`src/design/ae_pkg.sv`:
```
`timescale 1ns / 1ps
// ----------------------------------------------------------------------------
// ae_pkg: shared types and constants of the advantage estimator
// Step record, job descriptor, config register codes, fixed-point helpers.
// ----------------------------------------------------------------------------
package ae_pkg;

    localparam int DATA_W  = 32;
    localparam int COEF_W  = 17;      // Q0.16 with room for 1.0
    localparam int IDX_W   = 6;       // step index on the result channel
    localparam int CFG_IDX_W = 2;

    localparam logic [COEF_W-1:0] COEF_ONE         = 17'd65536;
    localparam logic [COEF_W-1:0] DISCOUNT_RESET   = 17'd64881;
    localparam logic [COEF_W-1:0] TRACE_DECAY_RESET = 17'd62259;

    typedef enum logic [CFG_IDX_W-1:0] {
        CFG_DISCOUNT    = 2'd0,
        CFG_TRACE_DECAY = 2'd1
    } cfg_idx_t;

    typedef logic signed [DATA_W-1:0] q16_t;
    typedef logic [COEF_W-1:0] coef_t;

    // one stored step
    typedef struct packed {
        q16_t reward;
        q16_t value;
        q16_t cut_value;
        logic terminated;
        logic truncated;
    } step_rec_t;

    // one finished trajectory waiting for the backward walk
    typedef struct packed {
        logic [IDX_W-1:0] last_slot;
        logic             bank;
        q16_t             final_value;
    } job_t;

    typedef enum logic [2:0] {
        BK_IDLE,
        BK_GAIN,
        BK_MUL,
        BK_SUM,
        BK_OUT
    } bk_state_t;

    localparam logic signed [35:0] SAT_MAX = 36'sh0_7FFF_FFFF;
    localparam logic signed [35:0] SAT_MIN = 36'shF_8000_0000;

    // Q16.16 x Q0.16 product back to Q16.16, round half up
    function automatic logic signed [33:0] round_q16(input logic signed [49:0] p);
        logic signed [50:0] s;
        s = {p[49], p} + 51'sd32768;
        return s[49:16];
    endfunction

    function automatic q16_t sat32(input logic signed [35:0] x);
        q16_t r;
        if (x > SAT_MAX)
            r = 32'sh7FFF_FFFF;
        else if (x < SAT_MIN)
            r = 32'sh8000_0000;
        else
            r = x[31:0];
        return r;
    endfunction

endpackage

```
`src/design/ae_if.sv`:
```
`timescale 1ns / 1ps
// ----------------------------------------------------------------------------
// ae_if: stream channels of the advantage estimator
// Step channel (trajectory load) and result channel (backward walk output).
// ----------------------------------------------------------------------------
interface ae_step_if;
    import ae_pkg::*;

    logic valid;
    logic ready;
    q16_t reward;
    q16_t value;
    q16_t cut_value;
    logic terminated;
    logic truncated;
    q16_t final_value;
    logic last_step;

    modport source (output valid, reward, value, cut_value, terminated, truncated,
                    final_value, last_step, input ready);
    modport sink (input valid, reward, value, cut_value, terminated, truncated,
                  final_value, last_step, output ready);
endinterface


```
`src/design/ae_front.sv`:
```
`timescale 1ns / 1ps
// ----------------------------------------------------------------------------
// ae_front: trajectory loader
// Writes steps into the free bank, closes a trajectory into a job.
// ----------------------------------------------------------------------------
module ae_front #(
    parameter int MAX_STEPS = 64
) (
    input  logic                    clk,
    input  logic                    rst_n,
    ae_step_if.sink                 step,
    input  logic                    queue_full,
    output logic                    job_push,
    output ae_pkg::job_t            job,
    output logic                    wr_en,
    output logic [(MAX_STEPS > 1 ? $clog2(MAX_STEPS) : 1):0] wr_addr,
    output ae_pkg::step_rec_t       wr_data
);
    import ae_pkg::*;

    localparam int SLOT_W = MAX_STEPS > 1 ? $clog2(MAX_STEPS) : 1;
    localparam logic [SLOT_W-1:0] LAST_SLOT = SLOT_W'(MAX_STEPS - 1);

    logic [SLOT_W-1:0] slot_reg, slot_next;
    logic              bank_reg, bank_next;
    logic              accept;
    logic              finish;

    always_ff @(posedge clk or negedge rst_n)
    begin
        if (!rst_n)
        begin
            slot_reg <= '0;
            bank_reg <= 1'b0;
        end
        else
        begin
            slot_reg <= slot_next;
            bank_reg <= bank_next;
        end
    end

    always_comb
    begin
        step.ready = !queue_full;
        accept     = step.valid && !queue_full;
        // a full buffer closes the trajectory as if last_step were set
        finish     = step.last_step || (slot_reg == LAST_SLOT);

        slot_next = slot_reg;
        bank_next = bank_reg;
        if (accept)
        begin
            slot_next = finish ? '0 : slot_reg + 1'b1;
            bank_next = finish ? !bank_reg : bank_reg;
        end

        wr_en   = accept;
        wr_addr = {bank_reg, slot_reg};
        wr_data.reward     = step.reward;
        wr_data.value      = step.value;
        wr_data.cut_value  = step.cut_value;
        wr_data.terminated = step.terminated;
        wr_data.truncated  = step.truncated;

        job_push          = accept && finish;
        job.last_slot     = IDX_W'(slot_reg);
        job.bank          = bank_reg;
        job.final_value   = step.final_value;
    end
endmodule

```
`src/flat_wrapper.sv`:
```
// flat-port wrapper written by rule: the top's interface ports become plain ports
module ae_front_flat import ae_pkg::*;
#(
    parameter int MAX_STEPS = 64
)
  (clk, rst_n, queue_full, job_push, job, wr_en, wr_addr, wr_data, step_valid, step_reward, step_value, step_cut_value, step_terminated, step_truncated, step_final_value, step_last_step, step_ready);
  ae_step_if step_i ();
  input  logic clk;
  input  logic rst_n;
  input  logic queue_full;
  output logic job_push;
  output ae_pkg::job_t job;
  output logic wr_en;
  output logic [(MAX_STEPS > 1 ? $clog2(MAX_STEPS) : 1):0] wr_addr;
  output ae_pkg::step_rec_t wr_data;
  input wire logic [$bits(step_i.valid)-1:0] step_valid;
  input wire logic [$bits(step_i.reward)-1:0] step_reward;
  input wire logic [$bits(step_i.value)-1:0] step_value;
  input wire logic [$bits(step_i.cut_value)-1:0] step_cut_value;
  input wire logic [$bits(step_i.terminated)-1:0] step_terminated;
  input wire logic [$bits(step_i.truncated)-1:0] step_truncated;
  input wire logic [$bits(step_i.final_value)-1:0] step_final_value;
  input wire logic [$bits(step_i.last_step)-1:0] step_last_step;
  output wire logic [$bits(step_i.ready)-1:0] step_ready;
  assign step_i.valid = step_valid;
  assign step_i.reward = step_reward;
  assign step_i.value = step_value;
  assign step_i.cut_value = step_cut_value;
  assign step_i.terminated = step_terminated;
  assign step_i.truncated = step_truncated;
  assign step_i.final_value = step_final_value;
  assign step_i.last_step = step_last_step;
  assign step_ready = step_i.ready;
  ae_front #(.MAX_STEPS(MAX_STEPS)) u_core (.clk(clk), .rst_n(rst_n), .step(step_i), .queue_full(queue_full), .job_push(job_push), .job(job), .wr_en(wr_en), .wr_addr(wr_addr), .wr_data(wr_data));
endmodule
```
`config.mk`:
```
export PLATFORM = sky130hd
export DESIGN_NAME = ae_front_flat
export DESIGN_NICKNAME = d
export VERILOG_FILES = /design/src/design/ae_pkg.sv /design/src/design/ae_if.sv /design/src/design/ae_front.sv /design/src/flat_wrapper.sv
export SDC_FILE = /design/constraint.sdc
export NUM_CORES = 1
export LEC_CHECK = 0
export ABC_AREA = 1
export BUFFER_PORTS_ARGS = -buffer_cell sky130_fd_sc_hd__buf_4
export CORE_AREA = 2 2 109 111
export DETAILED_ROUTE_END_ITERATION = 8
export DIE_AREA = 0 0 111 113
export SYNTH_ARGS = -nofsm -noshare
export SYNTH_HDL_FRONTEND = slang
export SYNTH_SLANG_ARGS = --single-unit
export TNS_END_PERCENT = 30
```
`constraint.sdc`:
```
create_clock -name clk -period 2 [get_ports clk]
set_clock_uncertainty 0.05 [all_clocks]
set_input_delay 0.4 -clock clk [delete_from_list [all_inputs] [get_ports clk]]
set_output_delay 0.4 -clock clk [all_outputs]
set_load 0.05 [all_outputs]
```
Yosys cells after proc, flatten, opt, wreduce, memory -nomap -nowiden. Index checks and enable logic that the tools add are counted.

Add/subtract/negate cells: 1. Eq/ne operators: 1. Multiplexer cells: 1. Reductions and logical operators: 6.

Operators by type and width (number): $add 6x1->6 const B (1); $eq 6x6->1 const B (1); $mux 6 (1); $logic_and 1x1->1 (2); $logic_not 1->1 (2); $reduce_and 2->1 (1); $logic_or 1x1->1 (1).

Register bits: 7. Input bits: 135. Output and inout bits: 147. Word-level logic and storage cells: 11.

Longest topological paths before layout. Gate-level depths: netlist of the first run.

Depth after elaboration: 3. Mapped depth: 7. Gate-level depth less buffers: 7.

Worst setup path before layout of the first run. Ideal clock, no wire load.

Path type: register to output. Start point: register u_core.slot_reg[0]. End point: output job_push. Arrival time: 1.448 ns. Required time: 1.550 ns. Path slack: 0.102 ns. Cell stages (with the launch flop): 6. Path buffers: 0. Cell sequence: dfrtp_1 > ha_1 > nand3_2 > nor2_4 > nor2_4 > nor2_8.

Longest elaborated chain between the ends: 3.

Ends and longest elaborated chain: start: declaration (line ae_front.sv:24) `logic [SLOT_W-1:0] slot_reg, slot_next;`; start signal: assignment (line ae_front.sv:38) `slot_reg <= slot_next;`; $eq 6x6->1 (line ae_front.sv:48) `finish = step.last_step || (slot_reg == LAST_SLOT);`; $logic_or 1x1->1 (line ae_front.sv:48); $logic_and 1x1->1 (line ae_front.sv:66) `job_push = accept && finish;`; end: declaration (line flat_wrapper.sv:11) `output logic job_push;`.

No other way between the ends.

Worst setup path in the final report of the first run.
Start point: register u_core.slot_reg[1]. End point: output job_push.

The elaborated chain is that of the path after synthesis.

==> results.sh, run 1 <==
export IMPL_post_route_min_period_ps=1900
export IMPL_rows=39
export IMPL_drv_cap=0
export IMPL_fmax_mhz=527
export IMPL_drive_gt1_frac=0.472
export IMPL_synthCells=184
export IMPL_critPathRequiredTime_ps=1550
export IMPL_yosys_cell_types_count=19
export IMPL_die_h_um=113
export IMPL_grt_pass1_wl_mm=4.88
export IMPL_viasPerCell=2.56
export IMPL_cts_root_buffer="clkbuf_16"
export IMPL_cts_clk_slew_worst_paths_ps=40
export IMPL_final_common_cell="buf_4"
export IMPL_start_util=0.128
export IMPL_grt_max_degree=8
export IMPL_cts_sinks=7
export IMPL_synth_adder_area_share=0.00867
export IMPL_vias=550
export IMPL_synth_seq_cells=7
export IMPL_slowest_stage="dfrtp_1"
export IMPL_synth_mux_area_frac=0
export IMPL_worst_pin_slew_ps=249
export IMPL_yosysSeqAreaShare=0.121
export IMPL_hold_violations=0
export IMPL_cts_tree="built"
export IMPL_period_share=0.949
export IMPL_synth_area_leaders="buf_4 (72%), dfrtp_1 (12%), nand2_1 (3.1%)"
export IMPL_worstPathArrival_ps=1450
export IMPL_ant_nets=0
export IMPL_remaining_drc_errors=0
export IMPL_numCtsBuffers=3
export IMPL_syn_area_per_cell_um2=7.85
export IMPL_n_antenna_cell=0
export IMPL_wl_per_cell_um=17.2
export IMPL_slowest_delay_ps=410
export IMPL_synth_compound_area_share=0.00867
export IMPL_grt_usage=0.0560
export IMPL_die_x_um=111
export IMPL_worst_path_most_repeated_cell="nor2_4"
export IMPL_synth_top_family_by_area="buffers and inverters"
export IMPL_clockBufferDepth=2
export IMPL_cp_top_family="flip-flops"
export IMPL_core_area_um2=11300
export IMPL_finalSetupTns_ps=0
export IMPL_place_hpwl_mm=3.33
export IMPL_gp_congestion=0.715
export IMPL_rsz0062_at_grt="false"
export IMPL_status="complete, no violations"
export IMPL_ios=282
export IMPL_maxSlewViolCount=0
export IMPL_setup_viol=0
export IMPL_cp_end_kind="output pin"
export IMPL_h_tree_depth=1
export IMPL_synth_top_area_frac=0.718
export IMPL_layout_nets=209
export IMPL_fin_area_um2=837
export IMPL_antenna_found_initial=0
export IMPL_largest_reg_flops=6
export IMPL_synth_area_um2=1440
export IMPL_syn_nets=320
export IMPL_worstSkewPairLatency_ps=230
export IMPL_yosys_area_top_type="buf_4"
export IMPL_drt_iter0_markers=25
export IMPL_synth_xor_area_frac=0.0182
export IMPL_ir_worst_vdd_uv=442
export IMPL_crit_buf_inv=1
export IMPL_synthSimpleGateAreaFrac=0.113
export IMPL_yosysWarnings=0
export IMPL_grt_overflow=0
export IMPL_crit_fanout=5
export IMPL_layout_common_cells="buf_4 (21), nand2_1 (12), dfrtp_1 (6)"
export IMPL_min_path_type="in -> reg"
export IMPL_area_growth_pct=-42.0
export IMPL_dr_pass1_iters=4
export IMPL_critPathLaunchType="flip-flop"
export IMPL_relSlewSlack=0.834
export IMPL_cellLeakagePower_uw=0.000356
export IMPL_powerDensity_nw_per_um2=916
export IMPL_path_cells="ha_2, nand3_2, nor2_4, nor2_4, nor2_8, buf_4"
export IMPL_crit_type="reg -> out"
export IMPL_finalWirelength_mm=3.70
export IMPL_die_area_um2=12500
export IMPL_io_buffers=21
export IMPL_dpl_cell_area_um2=744
export IMPL_grt_pass1_vias=603
## kinds of logic (layout without fill, tap and decap cells)
family                   Yosys count  count (layout)
flip-flops                         7               7
AND/OR/NAND/NOR                   28              28
AO/OA/AOI/OAI                      2               2
buffers and inverters            143              31
adder cells (fa/ha/maj)            1               1
XOR/XNOR                           3               3
## layer usage
layer,vias to the layer above,part of all wire,track usage
met5,-,0,0
met3,44,0.27,0.0686
met4,0,0.089,0.0617
met2,85,0.49,0.0957
met1,225,0.14,0.0192
li1,196,-,-
## final cells by class
cell class | instances | area, µm²
Inverter | 5 | 18.8
Tap cell | 143 | 179
Fill cell | 1303 | 10400
Multi-Input combinational cell | 34 | 216
Clock buffer | 4 | 78.8
Sequential cell | 7 | 176
Timing Repair Buffer | 22 | 168
## Yosys cell counts
master and number:
inv_2 1, dfrtp_1 7, inv_1 4, nor2_1 5, xor2_1 1, nand3b_1 1, nand2_4 1, nand2_1 12
nand2_2 1, xnor2_1 2, o21ai_1 1, o21bai_1 1, ha_1 1, nor2_2 1, buf_4 138, nand3_2 1
nor2_8 1, nor2_4 2, nand3_1 3
## worst reg2reg max path, cell delays in order (launching register included)
cell and delay (ps):
dfrtp_2 430, ha_2 210, nand3_2 80, nor2_4 50, nor2_4 160, nand2_1 80
o21ai_1 130
## metrics by stage
step / utilization / power, µW / worst slack, ps / hold slack [ps] / cells
2_1_floorplan: - / 1070 / 102 / 54.4 / 184
3_3_place_gp: 0.0660 / 422 / 344 / 172 / 210
3_5_place_dp: 0.0660 / 422 / 301 / 172 / 210
4_1_cts: 0.0739 / 776 / 47.7 / 427 / 215
5_1_grt: 0.0743 / 801 / 12.8 / 450 / 215
6_report: 0.0743 / 767 / 101 / 426 / 215
## power breakdown
group,switching (µW),internal (µW),total [µW]
clock network,81.5,266,347
logic,172,66.6,238
registers,22.2,159,181
## worst paths after layout
path	to	slack [ps]	start	cells after the start
max reg2reg	u_core.slot_reg[0]	730	u_core.slot_reg[0]	6
min in group asynchronous	u_core.slot_reg[4]	470	rst_n	2
max	job_push	100	u_core.slot_reg[1]	6
max in group asynchronous	u_core.slot_reg[0]	1290	rst_n	2
min reg2reg	u_core.slot_reg[0]	490	u_core.slot_reg[0]	1
min	u_core.slot_reg[1]	430	step_last_step	4
## timing repair
item                                    in CTS  in global routing
hold buffers                                 1                  0
resized for setup                            0                  2
buffers inserted                             0                  0
endpoints found under the setup margin       0                  1
hold endpoints to repair                     7                  0
No activity file was read; power rests on OpenSTA's default activity.
==> run 2: changes to the inputs <==
- CTS_BUF_LIST: unset -> sky130_fd_sc_hd__clkbuf_8
==> run 2 against run 1 <==
Cell area down 4.3%. Core utilization down 0.32 points. Final cell count unchanged. Critical path depth unchanged. Worst hold slack better by 3.4 ps. First-iteration DRC count down 52%. Clock-buffer cell count down 1. Non-clock buffer count unchanged. Critical path type unchanged. Critical endpoint unchanged. Largest power group is now combinational cells.
==> results.sh, run 2 (synthesis gave the netlist of run 1 again) <==
export IMPL_status="complete, no violations"
export IMPL_vias=560
export IMPL_cts_sinks=7
export IMPL_path_cells="ha_1, nand3_2, nor2_4, nor2_4, nor2_8, buf_4"
export IMPL_fin_area_um2=801
export IMPL_cts_clk_slew_worst_paths_ps=40
export IMPL_critPathRequiredTime_ps=1550
export IMPL_p_clk_frac=0.319
export IMPL_reg2regPathDepth=6
export IMPL_dpl_cell_area_um2=744
export IMPL_area_growth_pct=-44.5
export IMPL_fmax_mhz=526
export IMPL_worst_pin_slew_ps=259
export IMPL_design_power_total_uw=614
export IMPL_powerDensity_nw_per_um2=767
export IMPL_slowest_stage="dfrtp_1"
export IMPL_core_area_um2=11300
export IMPL_ios=282
export IMPL_rsz0062_at_grt="false"
export IMPL_layout_nets=209
export IMPL_fin_util=0.0710
export IMPL_drv_cap=0
export IMPL_grt_overflow=0
export IMPL_io_buffers=21
export IMPL_grt_usage=0.0550
export IMPL_startpoint="u_core.slot_reg[1]"
export IMPL_finalWirelength_mm=3.70
export IMPL_crit_type="reg -> out"
export IMPL_comb_power_share=0.387
export IMPL_remaining_drc_errors=0
export IMPL_grt_pass1_wl_mm=4.84
export IMPL_grt_pass1_vias=600
export IMPL_cellLeakagePower_uw=0.000347
export IMPL_numCtsBuffers=3
export IMPL_timing_rr_end="u_core.slot_reg[0]"
export IMPL_rows=39
export IMPL_hold_depth=4
export IMPL_layout_common_cells="buf_4 (21), nand2_1 (12), dfrtp_1 (6)"
export IMPL_finalSetupTns_ps=0
export IMPL_clockBufferDepth=2
export IMPL_dr_pass1_iters=4
export IMPL_n_antenna_cell=0
export IMPL_worstReg2RegStart="u_core.slot_reg[0]"
export IMPL_wl_per_cell_um=17.2
export IMPL_worst_path_most_repeated_cell="nor2_4"
export IMPL_ant_nets=0
export IMPL_switchingPower_uw=257
export IMPL_die_x_um=111
export IMPL_ir_worst_vdd_uv=313
export IMPL_setup_viol=0
export IMPL_start_util=0.128
export IMPL_grt_max_degree=8
export IMPL_cts_root_buffer="clkbuf_8"
export IMPL_worstHoldStart="step_last_step"
export IMPL_worstPathArrival_ps=1450
export IMPL_cp_end_kind="output pin"
export IMPL_drive_gt1_frac=0.458
export IMPL_min_path_type="in -> reg"
export IMPL_slowest_delay_ps=410
export IMPL_h_tree_depth=1
export IMPL_die_area_um2=12500
export IMPL_r2r_slack_ps=690
export IMPL_hold_violations=0
export IMPL_power_share_sequential=0.294
export IMPL_post_route_min_period_ps=1900
export IMPL_fill_cells=1309
export IMPL_switching_share=0.418
export IMPL_drt_iter0_markers=12
export IMPL_largest_reg_flops=6
export IMPL_power_internal_uw=358
export IMPL_min_to="u_core.slot_reg[1]"
export IMPL_place_hpwl_mm=3.33
export IMPL_final_common_cell="buf_4"
export IMPL_gp_congestion=0.715
export IMPL_critPathLaunchType="flip-flop"
export IMPL_period_share=0.950
export IMPL_die_h_um=113
export IMPL_viasPerCell=2.60
export IMPL_maxSlewViolCount=0
export IMPL_crit_fanout=5
export IMPL_worstSkewPairLatency_ps=230
export IMPL_relSlewSlack=0.827
export IMPL_cts_tree="built"
export IMPL_antenna_found_initial=0
run 2: cell types whose count changed in the layout (fill, tap and decap cells not counted):
cell,change
clkbuf_1,-1
clkbuf_16,-3
clkbuf_8,+3
ha_1,+1
ha_2,-1
inv_1,+1
run 2: layout make-up:
type	count	area, µm²	area share
repair buffers	22	168	0.209
clock inverters	1	3.75	0.00469
well taps	143	179	0.223
clock buffers	3	41.3	0.0516
multi-input cells	34	214	0.267
flip-flops and latches	7	176	0.220
inverters	5	18.8	0.0234
run 2: worst max-delay path: cells and delay by family, from the launching register on:
kind	cells	cell delay, ps
flip-flops	1	410
AND/OR/NAND/NOR	4	370
adder cells (fa/ha/maj)	1	220
buffers and inverters	1	210
run 2: layer usage:
metal / wire length (µm) / up-vias / global-route usage
met5: 0 / - / 0
met4: 327 / 0 / 0.0567
met3: 1010 / 44 / 0.0670
met2: 1840 / 86 / 0.0965
met1: 525 / 235 / 0.0185
li1: - / 195 / -
run 2: timing repair:
| action | CTS | global route |
|---|---|---|
| hold buffers | 1 | 0 |
| setup buffers | 0 | 0 |
| gates resized for setup | 0 | 1 |
| endpoints found under the setup margin | 0 | 1 |
| endpoints found under the hold margin | 7 | 0 |
run 2: through the flow:
step,std cells,setup slack (ps),hold slack [ps]
after floorplan,184,102,54.4
after global placement,210,344,172
after detailed placement,210,301,172
after CTS,215,50.6,431
after global routing,215,2.45,454
final,215,99.6,429
run 2: power by group through the flow:
stage / Combinational (µW) / Clock [µW] / Sequential [µW]
2_1_floorplan: 852 / 0 / 216
3_3_place_gp: 243 / 0 / 179
3_5_place_dp: 240 / 0 / 182
4_1_cts: 243 / 203 / 181
5_1_grt: 249 / 212 / 185
6_report: 238 / 196 / 180
run 2: worst max-delay path by stage:
stage / slack [ps] / cells past startpoint / to
2_1_floorplan: 100 / 5 / job_push
3_3_place_gp: 340 / 6 / job_push
3_5_place_dp: 300 / 6 / job_push
4_1_cts: 50 / 6 / job_push
5_1_grt: 2 / 6 / job_push
6_report: 100 / 6 / job_push
==> run 3: changes to the inputs <==
- PLACE_DENSITY: unset -> 0.56
==> run 3 against run 2 <==
Non-clock buffer count is the same. Fmax increased by 0.17%. Flip-flop and latch count is the same. First-iteration DRC count stayed put. Critical path depth is the same. Worst hold slack worse by 11 ps. Die area did not move. Sequential power is essentially flat. Routed wire length shrank 11%. Total power up 0.63%. Largest cell class unchanged.
==> results.sh, run 3 (synthesis gave the netlist of run 1 again) <==
export IMPL_switchingPower_uw=258
export IMPL_dr_pass1_iters=4
export IMPL_grt_max_degree=8
export IMPL_io_buffers=21
export IMPL_place_hpwl_mm=2.92
export IMPL_fill_cells=1315
export IMPL_finalWirelength_mm=3.28
export IMPL_die_h_um=113
export IMPL_clockBufferDepth=2
export IMPL_crit_type="reg -> out"
export IMPL_min_path_type="in -> reg"
export IMPL_setup_ws_ps=103
export IMPL_setup_viol=0
export IMPL_rows=39
export IMPL_core_area_um2=11300
export IMPL_largest_reg_flops=6
export IMPL_drv_cap=0
export IMPL_fmax_mhz=527
export IMPL_worst_path_most_repeated_cell="nor2_4"
export IMPL_die_x_um=111
export IMPL_drt_iter0_markers=12
export IMPL_min_to="u_core.slot_reg[0]"
export IMPL_powerDensity_nw_per_um2=769
export IMPL_n_antenna_cell=0
export IMPL_maxSlewViolCount=0
export IMPL_period_share=0.949
export IMPL_power_internal_uw=360
export IMPL_viasPerCell=2.49
export IMPL_numCtsBuffers=3
export IMPL_hold_depth=4
export IMPL_remaining_drc_errors=0
export IMPL_cellLeakagePower_uw=0.000344
export IMPL_slowest_delay_ps=410
export IMPL_h_tree_depth=1
export IMPL_cts_clk_slew_worst_paths_ps=40
export IMPL_switching_share=0.418
export IMPL_grt_pass1_wl_mm=4.13
export IMPL_worstHoldStart="step_last_step"
export IMPL_layout_common_cells="buf_4 (21), nand2_1 (12), inv_1 (5), nor2_1 (5), dfrtp_1 (5)"
export IMPL_wl_per_cell_um=15.3
export IMPL_ios=282
export IMPL_status="complete, no violations"
export IMPL_die_area_um2=12500
export IMPL_grt_usage=0.0472
export IMPL_multi_input_area_um2=216
export IMPL_gp_congestion=0.729
export IMPL_worstSkewPairLatency_ps=230
export IMPL_worstReg2RegStart="u_core.slot_reg[0]"
export IMPL_layout_nets=209
export IMPL_antenna_found_initial=0
export IMPL_slowest_stage="dfrtp_2"
export IMPL_vias=536
export IMPL_final_common_cell="buf_4"
export IMPL_drive_gt1_frac=0.486
export IMPL_crit_buf_inv=1
export IMPL_post_route_min_period_ps=1900
export IMPL_worstPathArrival_ps=1450
export IMPL_p_clk_frac=0.319
export IMPL_rsz0062_at_grt="false"
export IMPL_area_growth_pct=-44.3
export IMPL_hold_violations=0
export IMPL_ant_nets=0
export IMPL_r2r_slack_ps=750
export IMPL_grt_overflow=0
export IMPL_reg2regPathDepth=6
export IMPL_dp_worst_setup_slack_ps=277
export IMPL_start_util=0.128
export IMPL_whs_ps=418
export IMPL_path_cells="ha_2, nand3_2, nor2_4, nor2_4, nor2_8, buf_4"
export IMPL_relSlewSlack=0.832
export IMPL_comb_power_share=0.386
export IMPL_cts_root_buffer="clkbuf_8"
export IMPL_cp_top_family="flip-flops"
export IMPL_cts_sinks=7
export IMPL_cts_tree="built"
export IMPL_seqCellArea_um2=178
export IMPL_worst_pin_slew_ps=252
export IMPL_grt_pass1_vias=554
export IMPL_fin_util=0.0714
export IMPL_critPathLaunchType="flip-flop"
export IMPL_critPathRequiredTime_ps=1550
export IMPL_crit_fanout=6
export IMPL_finalSetupTns_ps=0
export IMPL_ir_worst_vdd_uv=304
export IMPL_cp_end_kind="output pin"
export IMPL_timing_rr_end="u_core.slot_reg[0]"
export IMPL_power_share_sequential=0.295
-- run 3: cell types whose count changed in the layout (fill, tap and decap cells not counted) --
cell	previous run	this run
dfrtp_1	6	5
dfrtp_2	1	2
ha_1	1	0
ha_2	0	1
-- run 3: worst min-delay path: cells and delay by family --
family          cells  cell delay [ps]
compound gates      1               50
simple gates        2              110
buf+inv             1              100
-- run 3: through the flow --
stage	instances	total power (µW)	cell area [µm²]
after detailed placement	210	425	744
after global routing	215	648	805
final	215	618	805
after CTS	215	631	800
after floorplan	184	1070	1440
after global placement	210	423	744
-- run 3: power by group through the flow --
stage               Sequential (µW)  Combinational [µW]  Clock [µW]
floorplan                       216                 852           0
global placement                179                 243           0
detailed placement              184                 242           0
CTS                             182                 243         206
global route                    187                 250         211
finish                          182                 239         197
-- run 3: worst max-delay path by stage --
stage / from / endpoint / depth (start not counted)
3_3_place_gp: u_core.slot_reg[0] / job_push / 6
2_1_floorplan: u_core.slot_reg[0] / job_push / 5
5_1_grt: u_core.slot_reg[0] / job_push / 6
3_5_place_dp: u_core.slot_reg[0] / job_push / 6
4_1_cts: u_core.slot_reg[0] / job_push / 6
6_report: u_core.slot_reg[0] / job_push / 6
-- run 3: repair_timing --
item                                    CTS  global route
hold buffers                              1             0
setup buffers                             0             0
endpoints found under the setup margin    0             1
endpoints found under the hold margin     7             0
resized for setup                         0             3
-- run 3: layout make-up --
class,count,area share
Tap cell,143,0.222
Timing Repair Buffer,22,0.208
Inverter,5,0.0233
Sequential cell,7,0.221
Clock inverter,1,0.00467
Multi-Input combinational cell,34,0.269
Clock buffer,3,0.0513
-- run 3: per-layer routing --
layer  track usage  vias to the layer above  share of wire
met5             0                        -              0
met4        0.0525                        0          0.083
met3        0.0509                       43           0.26
met2        0.0822                       95           0.49
met1        0.0189                      206           0.16
li1              -                      192              -
